===== config.mk =====
export PLATFORM = sky130hd
export DESIGN_NAME = login_password_hash
export DESIGN_NICKNAME = d
export VERILOG_FILES = /design/src/hdl/lph_pkg.sv /design/src/hdl/login_password_hash.sv
export SDC_FILE = /design/constraint.sdc
export NUM_CORES = 1
export LEC_CHECK = 0
export ABC_AREA = 1
export BUFFER_PORTS_ARGS = -buffer_cell sky130_fd_sc_hd__buf_2
export CAP_MARGIN = 20
export CORE_MARGIN = 5
export CORE_UTILIZATION = 50
export DETAILED_ROUTE_END_ITERATION = 8
export PLACE_DENSITY = 0.71
export REMOVE_ABC_BUFFERS = 1
export SLEW_MARGIN = 20
export SYNTH_ARGS = -nofsm -noshare
export SYNTH_HDL_FRONTEND = slang
export SYNTH_SLANG_ARGS = --single-unit

===== constraint.sdc =====
create_clock -name i_clk -period 6.6 [get_ports i_clk]
set_input_delay 0 -clock i_clk [delete_from_list [all_inputs] [get_ports i_clk]]
set_output_delay 0 -clock i_clk [all_outputs]
set_load 0.01 [all_outputs]

===== src/hdl/lph_pkg.sv =====
// Shared types, constants and helper functions for the login password hash block.
package lph_pkg;

    // Password length limits and the hash multiplier.
    localparam int unsigned MIN_LEN   = 8;
    localparam int unsigned MAX_LEN   = 40;
    localparam int unsigned POS_W     = $clog2(MAX_LEN + 2);
    localparam logic [31:0] HASH_MULT = 32'h01e3_a1d5;

    // Decimal conversion: ten digit places, digit values up to nine.
    localparam int unsigned NUM_DIGITS = 10;
    localparam int unsigned IDX_W      = $clog2(NUM_DIGITS);
    localparam int unsigned DIG_W      = 4;

    // Status codes of a result item.
    localparam logic STATUS_OK      = 1'b0;
    localparam logic STATUS_BAD_LEN = 1'b1;

    // Sequencer states.
    typedef enum logic [2:0] {
        S_IDLE,
        S_ACC,
        S_MUL,
        S_DIGIT,
        S_OUT
    } t_state;

    // Power of ten for one digit place.
    function automatic logic [31:0] pow10(input logic [IDX_W-1:0] idx);
        logic [31:0] p;
        case (idx)
            4'd0:    p = 32'd1;
            4'd1:    p = 32'd10;
            4'd2:    p = 32'd100;
            4'd3:    p = 32'd1000;
            4'd4:    p = 32'd10000;
            4'd5:    p = 32'd100000;
            4'd6:    p = 32'd1000000;
            4'd7:    p = 32'd10000000;
            4'd8:    p = 32'd100000000;
            4'd9:    p = 32'd1000000000;
            default: p = 32'd1;
        endcase
        return p;
    endfunction

    // Digit to output letter: 0-2 to Q-S, 3-6 to b-e, 7-8 to y-z, 9 stays 9.
    function automatic logic [7:0] map_digit(input logic [DIG_W-1:0] d);
        logic [7:0] c;
        if (d <= 4'd2) begin
            c = 8'(8'h51 + {4'd0, d});
        end else if (d <= 4'd6) begin
            c = 8'(8'h62 + {4'd0, d} - 8'd3);
        end else if (d <= 4'd8) begin
            c = 8'(8'h79 + {4'd0, d} - 8'd7);
        end else begin
            c = 8'h39;
        end
        return c;
    endfunction

endpackage


===== src/hdl/login_password_hash.sv =====
// Top level of the login password hash: accumulator, multiplier and digit sequencer.
//
// Usage: the password enters on the input channel one character per item
// (i_pw_char, with i_last_char high on the final one). Each character is
// accepted in the idle state, then in the accumulate state the adder folds
// (char * position) ^ position into the running sum. o_ready is low while
// the sequencer is busy. After the last character, the S_MUL state
// multiplies the sum by the hash constant, then a single compare-and-subtract
// unit walks the ten decimal places from the billions down, one subtraction
// per cycle while no digit waits for the receiver, so a digit d takes d
// subtractions and a leading zero place is not sent. Each digit waits in the
// output register as a result item until i_ready takes it; the block stalls
// as long as the receiver does. A length outside 8 to 40 gives one result
// item with o_status set instead, loaded in the S_MUL state.
// Reset (i_rst_n low at a clock edge) clears the sum, the position count and
// the sequencer, dropping any password in progress.
module login_password_hash (
    input  logic                  i_clk,
    input  logic                  i_rst_n,
    input  logic                  i_valid,
    output logic                  o_ready,
    input  logic signed [7:0]     i_pw_char,
    input  logic                  i_last_char,
    output logic                  o_valid,
    input  logic                  i_ready,
    output logic [7:0]            o_hash_char,
    output logic                  o_last_out,
    output logic                  o_status
);
    import lph_pkg::*;

    t_state               r_state, n_state;
    logic signed [7:0]    r_char;
    logic                 r_last;
    logic [31:0]          r_sum, n_sum;
    logic [POS_W-1:0]     r_pos, n_pos;
    logic [31:0]          r_val, n_val;
    logic [IDX_W-1:0]     r_idx, n_idx;
    logic [DIG_W-1:0]     r_digit, n_digit;
    logic                 r_started, n_started;
    logic [7:0]           r_out_char, n_out_char;
    logic                 r_out_last, n_out_last;
    logic                 r_out_status, n_out_status;

    logic [POS_W-1:0]     pos_inc;
    logic signed [14:0]   prod;
    logic [31:0]          term;
    logic [31:0]          cur_pow;
    logic                 ge;
    logic                 emit;
    logic                 len_ok;

    // Saturating position and the per-character term.
    assign pos_inc = (r_pos < POS_W'(MAX_LEN + 1)) ? POS_W'(r_pos + 1'b1) : r_pos;
    assign prod    = 15'(r_char * $signed({1'b0, pos_inc}));
    assign term    = {{17{prod[14]}}, prod} ^ {{(32-POS_W){1'b0}}, pos_inc};

    // Compare against the current power of ten and decide whether a digit is sent.
    assign cur_pow = pow10(r_idx);
    assign ge      = (r_val >= cur_pow);
    assign emit    = (r_digit != '0) || r_started || (r_idx == '0);
    assign len_ok  = (r_pos >= POS_W'(MIN_LEN)) && (r_pos <= POS_W'(MAX_LEN));

    // Next state.
    always_comb begin
        n_state = r_state;
        case (r_state)
            S_IDLE: begin
                if (i_valid) n_state = S_ACC;
            end
            S_ACC: begin
                n_state = r_last ? S_MUL : S_IDLE;
            end
            S_MUL: begin
                n_state = len_ok ? S_DIGIT : S_OUT;
            end
            S_DIGIT: begin
                if (!ge && emit) n_state = S_OUT;
            end
            S_OUT: begin
                if (i_ready) n_state = r_out_last ? S_IDLE : S_DIGIT;
            end
            default: n_state = S_IDLE;
        endcase
    end

    // Datapath next values.
    always_comb begin
        n_sum        = r_sum;
        n_pos        = r_pos;
        n_val        = r_val;
        n_idx        = r_idx;
        n_digit      = r_digit;
        n_started    = r_started;
        n_out_char   = r_out_char;
        n_out_last   = r_out_last;
        n_out_status = r_out_status;
        case (r_state)
            S_ACC: begin
                n_sum = r_sum + term;
                n_pos = pos_inc;
            end
            S_MUL: begin
                n_val        = r_sum * HASH_MULT;
                n_sum        = '0;
                n_pos        = '0;
                n_idx        = IDX_W'(NUM_DIGITS - 1);
                n_digit      = '0;
                n_started    = 1'b0;
                n_out_char   = 8'h00;
                n_out_last   = 1'b1;
                n_out_status = STATUS_BAD_LEN;
            end
            S_DIGIT: begin
                if (ge) begin
                    n_val   = r_val - cur_pow;
                    n_digit = DIG_W'(r_digit + 1'b1);
                end else if (emit) begin
                    n_out_char   = map_digit(r_digit);
                    n_out_last   = (r_idx == '0);
                    n_out_status = STATUS_OK;
                    n_started    = 1'b1;
                end else begin
                    n_idx = IDX_W'(r_idx - 1'b1);
                end
            end
            S_OUT: begin
                if (i_ready && !r_out_last) begin
                    n_idx   = IDX_W'(r_idx - 1'b1);
                    n_digit = '0;
                end
            end
            default: begin
            end
        endcase
    end

    // Handshake outputs; both channels are held off while reset is applied.
    always_comb begin
        o_ready     = i_rst_n && (r_state == S_IDLE);
        o_valid     = i_rst_n && (r_state == S_OUT);
        o_hash_char = r_out_char;
        o_last_out  = r_out_last;
        o_status    = r_out_status;
    end

    // Control and model state.
    always_ff @(posedge i_clk) begin
        if (!i_rst_n) begin
            r_state <= S_IDLE;
            r_sum   <= '0;
            r_pos   <= '0;
        end else begin
            r_state <= n_state;
            r_sum   <= n_sum;
            r_pos   <= n_pos;
        end
    end

    // Payload registers.
    always_ff @(posedge i_clk) begin
        if (r_state == S_IDLE && i_valid) begin
            r_char <= i_pw_char;
            r_last <= i_last_char;
        end
        r_val        <= n_val;
        r_idx        <= n_idx;
        r_digit      <= n_digit;
        r_started    <= n_started;
        r_out_char   <= n_out_char;
        r_out_last   <= n_out_last;
        r_out_status <= n_out_status;
    end

endmodule

**Yosys cells after proc, flatten, opt, wreduce, memory -nomap -nowiden**

Memory sizes are Yosys's and may differ from the RTL's. A register that Yosys moved wholly into a read port is not among the register bits.
Cells that the tools add are included.

- Word-level logic and storage cells: 101
- Memories: 1
- Latch bits: 0
- ROM bits: 480
- Flip-flop bits (word level): 101
- Bits of input ports: 13
- RAM bits: 0
- Output and inout bits: 12

- Bitwise operators: 1
- $add $sub $neg: 10
- Equality and inequality tests: 12
- Div/mod/pow operators: 0
- Shift operators: 0
- Reductions and logical operators: 21
- $mul: 2
- Magnitude comparators: 7
- Mux-type cells: 35

Memories:

| memory | words | width | rd ports | clocked after Yosys merged registers in | write ports | RTL line | RTL |
|---|---|---|---|---|---|---|---|
| (name not given) | 16 | 30 | 1 | 1 | 0 | lph_pkg.sv:31 | `case (idx)` |

Operators with widths:

| operator | number |
|---|---|
| one-hot mux 32 bit (2 select lines) | 2 |
| 2-to-1 mux 8 bit | 5 |
| adder 32 bit | 1 |
| greater-or-equal comparator 32 bit | 1 |
| multiplier 32 x 25 -> 32 bit, second input constant | 1 |
| 2-to-1 mux 32 bit | 1 |
| subtractor 32 bit | 1 |
| XOR 32 x 6 -> 32 bit | 1 |
| adder 7 x 4 -> 8 bit, first input constant | 3 |
| 2-to-1 mux 4 bit | 6 |
| one-hot mux 4 bit (3 select lines) | 2 |
| inequality test 2 bit, second input constant | 8 |
| one-hot mux 8 bit (2 select lines) | 1 |
| multiplier 8 x 7 -> 15 bit | 1 |
| one-hot mux 3 bit (5 select lines) | 1 |
| 2-to-1 mux 3 bit | 4 |
| one-hot mux 6 bit (2 select lines) | 1 |
| AND reduction 3 bit | 3 |
| subtractor 8 x 2 -> 8 bit, second input constant | 1 |
| subtractor 8 x 3 -> 8 bit, second input constant | 1 |
| adder 6 x 1 -> 6 bit, second input constant | 1 |
| == test 3 x 2 -> 1 bit, second input constant | 2 |
| greater-or-equal comparator 6 x 4 -> 1 bit, second input constant | 1 |
| less-or-equal comparator 6 bit, second input constant | 1 |
| other kinds (22) | 38 |

**Longest topological paths before layout**

Gate-level depths: netlist of run 1.

- Depth after elaboration: 8
- Gate-level depth with buffers: 44
- Mapped depth without buffers: 44

**Worst setup path before layout of run 1**

OpenSTA, ideal clock, no wires.

- Kind: register to register
- Start point: register r_pos[0]
- End point: register r_sum[29]
- Data required time: 6.529 ns
- Buffers on the path: 0
- Data arrival time: 6.446 ns
- Stages on the path, launching flop included: 36
- Library setup time: 0.071 ns
- Setup slack: 0.083 ns
- Period minus slack after synthesis: 6.517 ns
- Cells stage by stage: dfxtp_1 inv_1 ha_1 inv_1 nand2_1 nand3_1 nand2_1 nand2_1 xor2_1 nor2_1 fa_1 inv_1 fa_1 inv_1 fa_1 inv_1 fa_1 inv_1 ha_1 inv_1 nor3_1 nand3_1 nand3_1 inv_1 nand2_1 nand2_1 ha_1 a21oi_1 inv_1 a31oi_1 o21ai_0 a21oi_1 nand2_1 nand2_1 nand3_1 a21oi_1

- Longest elaborated chain between the ends: 6
- Elaborated cells between the ends (all ways): 7
- Those cells by class: add/sub (2); mul (1); order compare (1); mux (2); bitwise (1)

Ends and longest elaborated chain:

| item | RTL line | RTL |
|---|---|---|
| from (decl) | login_password_hash.sv:36 | `logic [POS_W-1:0] r_pos, n_pos;` |
| from (signal assigned) | login_password_hash.sv:156 | `r_pos <= n_pos;` |
| adder 6 x 1 -> 6 bit / < comparator 6 bit (equally long branches) | login_password_hash.sv:54 | `assign pos_inc = (r_pos < POS_W'(MAX_LEN + 1)) ? POS_W'(r_pos + 1'b1) : r_pos;` |
| 2-to-1 mux 6 bit * | login_password_hash.sv:54 |  |
| multiplier 8 x 7 -> 15 bit | login_password_hash.sv:55 | `assign prod = 15'(r_char * $signed({1'b0, pos_inc}));` |
| XOR 32 x 6 -> 32 bit * | login_password_hash.sv:56 | `assign term = {{17{prod[14]}}, prod} ^ {{(32-POS_W){1'b0}}, pos_inc};` |
| adder 32 bit * | login_password_hash.sv:100 | `n_sum = r_sum + term;` |
| one-hot mux 32 bit (2 select lines) * | login_password_hash.sv:98 | `case (r_state)` |
| to (signal assigned) | login_password_hash.sv:155 | `r_sum <= n_sum;` |
| to (decl) | login_password_hash.sv:35 | `logic [31:0] r_sum, n_sum;` |

Mark *: on every way between the ends. The rest lies on a longest branch, timed or not.
A chain may end at the register's enable or synchronous reset.

**Final worst setup path of run 1**

- Start point: register r_pos[0]
- End point: register r_sum[22]

The elaborated chain is that of the path after synthesis.

==> reports/results.tsv, run 1 <==
stage	metric	value	unit
run	max-cap violations	0	
worst_setup_path	endpoint class of the critical path	flop	
logic_synthesis	Async S/R FF share, synth	0	
worst_setup_path	most used cell, CP	nand2_1	
logic_synthesis	Ys Warns	0	
sta	RSZ-0062 raised after global routing	yes	
sta	fin worst setup slack	226.4	ps
drt	Met1 Wirelength	21.72	mm
final_layout	# diodes	0	
clock_tree	clock sink total	124	
sta	worst-case clock skew	20.74	ps
place	Final Wtd Congestion	0.9622	
grt	largest net degree at the start of global routing	48	
sta	Final Slew Violations	0	
drt	metal3 WL	2.168	mm
worst_setup_path	CP max stage delay	520	ps
clock_tree	CTS tree	built	
drt	Via Count	16310	
logic_synthesis	synth cell count leaders	inv_1 (590), nand2_1 (419), ha_1 (291)	
grt	initial antenna violation count	0	
run_status	outcome	completed	
logic_synthesis	post-synthesis cell count	2497	
drt	Top Metal Used	met4	
grt	GRT overflow	0	
worst_setup_path	Crit path required time	6980	ps
final_layout	final non-filler cell total	3133	
clock_tree	Worst-path clk slew	70	ps
min_path	hold path startpoint	i_pw_char[3]	
sta	fin crit share	0.9657	
place	post-placement cell count	3083	
logic_synthesis	Synth Area per Inst	7.808	um2
floorplan	die width	207.5	um
logic_synthesis	Syn Std Cell Area	19500	um2
sta	fmax	156.9	MHz
worst_setup_path	r2r startpoint	r_pos[0]$_SDFFE_PN0P_	
floorplan	Boundary Pins	25	
worst_setup_path	Crit-path slowest cell	fa_1	
place	hpwl dp	41.82	mm
floorplan	Die H	207.5	um
worst_setup_path	Critical Path Start Type	flop	
sta	Tmin final	6374	ps
logic_synthesis	Yosys top cell area share	0.2218	
logic_synthesis	count of flip-flops with a built-in enable after synthesis	60	
logic_synthesis	count leader, synth	inv_1	
sta	Final Hold Vio Count	0	
worst_setup_path	crit-path max FO	6	
grt	vias in the first global route	16420	
floorplan	die area	43040	um2
worst_setup_path	Worst setup startpoint	r_pos[0]$_SDFFE_PN0P_	
final_layout	share of cells above drive strength 1	0.1013	
floorplan	initial core utilization	0.5045	
clock_tree	htree depth	4	
place	Setup WS pre-CTS	-102.6	ps
place	# port buffers	24	
drt	DRT Pass-1 Iters	5	
logic_synthesis	Seq/Total Area, Yosys	0.1581	
logic_synthesis	Seq cells post-synth	124	
sta	Final setup viols	0	
sta	Worst-Margin Slew	917.9	ps
drt	Total Routed Length	49.89	mm
logic_synthesis	area leader, netlist	fa_1	
floorplan	core box area	38650	um2
sta	WHS	255.7	ps
clock_tree	Bufs on Longest Clock Path	2	
drt	residual DRC count	0	
drt	antenna viol nets, final	0	
grt	first-pass GRT wire length	81.14	mm
clock_tree	Worst-Skew Late Latency	450	ps
grt	GRT Util Overall	0.2296	
logic_synthesis	Distinct cells, synth	52	
drt	Routed WL per cell	15.92	um
worst_setup_path	Setup Crit Path Kind	reg2reg	
clock_tree	Root Driver	clkbuf_16	
drt	Via density	5.205	
worst_setup_path	Arr. time, crit path	6750	ps
clock_tree	cts bufs inserted	17	
floorplan	Rows	72	
logic_synthesis	Synth area leaders	fa_1 (22%), ha_1 (19%), inv_1 (11%)	
final_layout	Final nets	3122	
drt	met2 wire length	24.59	mm
drt	Iteration-0 DRC Markers	1154	
sta	Setup TNS Final	0	ps
min_path	Hold Crit Class	in2reg	
sta	Slew headroom	0.3858	
final_layout	area growth from synthesis to final layout	11.60	%
logic_synthesis	Post-synth top flop	dfxtp_1	
registers in the layout, summed over array words and instances, names as in the netlist:
signal       count
r_started        1
r_char           8
r_state          3
o_hash_char      8
r_digit          4
o_status         1
o_last_out       1
r_pos            6
r_val           32
r_idx            4
r_sum           32
r_last           1
cur_pow         23
cell families after synthesis:
kind of cell / after synthesis / share of synthesized area
XOR/XNOR: 61 / 0.02740
flip-flops: 124 / 0.1581
AO/OA/AOI/OAI: 376 / 0.1081
buffers and inverters: 618 / 0.1210
AND/OR/NAND/NOR: 811 / 0.1768
adder cells (fa/ha/maj): 507 / 0.4085
critical path: cells and delay by family, from the launching register on:
family,cells,cell delay (ps)
buffers and inverters,10,770
AO/OA/AOI/OAI,6,670
adder cells (fa/ha/maj),7,2740
flip-flops,1,340
AND/OR/NAND/NOR,18,1390
XOR/XNOR,2,390
placed cells by master (no fill, tap or decap), types with 19 or more instances in the layout:
cell	Yosys	routed
a21oi_1	175	163
buf_2	0	24
buf_4	0	68
dfxtp_1	64	62
edfxtp_1	60	60
fa_1	216	214
ha_1	291	281
inv_1	590	583
nand2_1	419	402
nand2_2	14	29
nand3_1	101	97
nor2_1	201	186
nor2_2	7	19
o21ai_0	113	98
xnor2_1	35	35
xor2_1	26	26
path summary, 6_finish.rpt:
| check | to | slack (ps) | cells after the start |
|---|---|---|---|
| setup / recovery | r_sum[22]$_SDFFE_PN0P_ | 230 | 43 |
| setup reg to reg | r_sum[22]$_SDFFE_PN0P_ | 230 | 43 |
| hold reg to reg | r_sum[30]$_SDFFE_PN0P_ | 500 | 2 |
| hold / removal | r_char[3]$_DFFE_PP_ | 260 | 2 |
stage by stage:
stage | util | area, um2
5_1_grt | 0.5630 | 21760
4_1_cts | 0.5528 | 21360
3_3_place_gp | 0.5344 | 20650
6_report | 0.5630 | 21760
3_5_place_dp | 0.5344 | 20650
2_1_floorplan | - | 19380
cell type report:
| cell class | instances | area [um2] |
|---|---|---|
| well taps | 518 | 648.1 |
| clock inverters | 14 | 132.6 |
| clock buffers | 18 | 439.2 |
| flip-flops and latches | 124 | 3085 |
| fillers | 3493 | 16890 |
| inverters | 596 | 2246 |
| multi-input cells | 1755 | 14410 |
| repair buffers | 108 | 795.8 |
layer usage:
| layer | GRT usage | vias to the layer above |
|---|---|---|
| met2 | 0.3974 | 383 |
| li1 | - | 8079 |
| met4 | 0.06749 | 0 |
| met1 | 0.3023 | 7754 |
| met5 | 0 | - |
| met3 | 0.02977 | 91 |
what timing repair did:
action | 4_1_cts | 5_1_grt
setup endpoints to repair | 5 | 20
pin swaps | 0 | 39
endpoints found under the hold margin | 17 | 0
buffers inserted | 0 | 6
resized for setup | 9 | 105
hold buffers | 12 | 0
Power of run 1 is left out: the tool's default activity adds up to more than one toggle a clock period on the data nets, which glitch-free logic cannot reach.
==> run 2, diff against run 1 <==
--- a/config.mk
+++ b/config.mk
@@ -11,8 +11,9 @@
 export CORE_MARGIN = 5
 export CORE_UTILIZATION = 50
 export DETAILED_ROUTE_END_ITERATION = 8
-export PLACE_DENSITY = 0.71
+export PLACE_DENSITY = 0.68
 export REMOVE_ABC_BUFFERS = 1
+export SETUP_SLACK_MARGIN = 0.05
 export SLEW_MARGIN = 20
 export SYNTH_ARGS = -nofsm -noshare
 export SYNTH_HDL_FRONTEND = slang
==> run 2 against run 1 <==
  * Sequential share of layout area barely moved
  * Non-clock buffer count fell by 4
  * Utilization rose by 0.074 points
  * Highest routed layer unchanged
  * First-iteration DRC count fell by 13%
  * Die area did not move
  * Global-route usage rose by 0.43 points
  * Critical path depth fell by 6
==> reports/results.tsv, run 2 (same netlist as run 1, synthesis figures left out) <==
stage	metric	value	unit
run_status	outcome	completed	
drt	Total Routed Length	50.57	mm
clock_tree	htree depth	4	
final_layout	share of cells above drive strength 1	0.1042	
floorplan	Rows	72	
sta	fmax	157.7	MHz
place	Post-DP Area	20610	um2
grt	vias in the first global route	16480	
worst_setup_path	Arr. time, crit path	6700	ps
min_path	Hold Crit Class	in2reg	
sta	Slew headroom	0.4124	
worst_setup_path	Critical Path Start Type	flop	
final_layout	# diodes	0	
sta	worst-case clock skew	15.09	ps
final_layout	area growth from synthesis to final layout	11.75	%
clock_tree	Worst-path clk slew	60	ps
sta	fin crit share	0.9606	
sta	Setup TNS Final	0	ps
floorplan	core box area	38650	um2
floorplan	die width	207.5	um
place	# port buffers	24	
worst_setup_path	CP max stage delay	520	ps
drt	residual DRC count	0	
sta	Worst-Margin Slew	878.2	ps
drt	Via density	5.200	
clock_tree	Root Driver	clkbuf_16	
floorplan	die area	43040	um2
clock_tree	cts bufs inserted	17	
sta	Tmin final	6340	ps
final_layout	fillers	3561	
floorplan	initial core utilization	0.5045	
clock_tree	Worst-Skew Late Latency	450	ps
worst_setup_path	Crit path required time	6960	ps
drt	Via Count	16270	
worst_setup_path	Crit-path slowest cell	fa_1	
worst_setup_path	endpoint class of the critical path	flop	
sta	fin worst setup slack	260.0	ps
sta	Final setup viols	0	
grt	GRT overflow	0	
worst_setup_path	buffer and inverter count on the worst path	11	
worst_setup_path	most used cell, CP	inv_2	
final_layout	cell area after layout	21790	um2
drt	Routed WL per cell	16.16	um
sta	Final Slew Violations	0	
grt	initial antenna violation count	0	
run	max-cap violations	0	
place	Final Wtd Congestion	0.9734	
floorplan	Boundary Pins	25	
drt	DRT Pass-1 Iters	5	
clock_tree	CTS tree	built	
sta	RSZ-0062 raised after global routing	yes	
worst_setup_path	crit-path max FO	19	
worst_setup_path	r2r setup slk	260	ps
worst_setup_path	Setup Crit Path Kind	reg2reg	
drt	Iteration-0 DRC Markers	1006	
clock_tree	clock sink total	124	
worst_setup_path	Crit path max-delay family	adder cells	
grt	first-pass GRT wire length	82.20	mm
sta	Final Hold Vio Count	0	
grt	largest net degree at the start of global routing	48	
place	hpwl dp	42.11	mm
clock_tree	Bufs on Longest Clock Path	2	
place	Setup WS pre-CTS	-66.87	ps
drt	antenna viol nets, final	0	
final_layout	commonest non-fill, non-tap cell in the layout	inv_1	
final_layout	Final nets	3118	
grt	GRT Util Overall	0.2339	
floorplan	Die H	207.5	um
final_layout	commonest non-fill, non-tap cells in the layout	inv_1 (582), nand2_1 (401), ha_1 (277)	
-- run 2: cell types whose count changed in the layout (fill, tap and decap cells not counted), sizes merged --
| cell | change |
|---|---|
| buf | -4 |
| clkinv | +2 |
| bufinv | -1 |
| clkbuf | -1 |
| clkinvlp | +1 |
| inv | -1 |
-- run 2: what timing repair did --
item                                    4_1_cts  5_1_grt
resized for setup                             3      125
endpoints found under the setup margin       10       20
hold buffers                                 12        0
pin swaps                                     0       45
buffers inserted                              0        9
endpoints found under the hold margin        13        0
-- run 2: path summary, 6_finish.rpt --
path / start / endpoint / cells past startpoint
worst min register to register: r_pos[4]$_SDFFE_PN0P_ / r_pos[4]$_SDFFE_PN0P_ / 2
worst min-delay path: i_pw_char[4] / r_char[4]$_DFFE_PP_ / 2
worst max-delay path: r_pos[1]$_SDFFE_PN0P_ / r_sum[22]$_SDFFE_PN0P_ / 37
worst max register to register: r_pos[1]$_SDFFE_PN0P_ / r_sum[22]$_SDFFE_PN0P_ / 37
-- run 2: area by class of cell --
| cell class | instances | area [um2] | share of cell area |
|---|---|---|---|
| Clock buffer | 17 | 425.4 | 0.01953 |
| Clock inverter | 15 | 113.9 | 0.005226 |
| Inverter | 596 | 2246 | 0.1031 |
| Multi-Input combinational cell | 1755 | 14500 | 0.6656 |
| Sequential cell | 124 | 3089 | 0.1418 |
| Tap cell | 518 | 648.1 | 0.02975 |
| Timing Repair Buffer | 104 | 763.2 | 0.03503 |
-- run 2: through the flow --
stage	hold WS [ps]	utilization	instances
6_report	267.0	0.5637	3129
5_1_grt	255.1	0.5637	3129
4_1_cts	243.8	0.5507	3120
3_5_place_dp	178.8	0.5334	3076
3_3_place_gp	177.7	0.5334	3076
2_1_floorplan	97.63	-	2475
-- run 2: per-layer routing --
layer,routed length [um],GRT usage,share of wire,vias up
met1,22360,0.3086,0.44,7722
met3,2000,0.02856,0.040,86
met2,24800,0.4068,0.49,367
met4,1420,0.06635,0.028,0
li1,-,-,-,8096
met5,0,0,0,-
Power of run 2 is left out for the same reason.
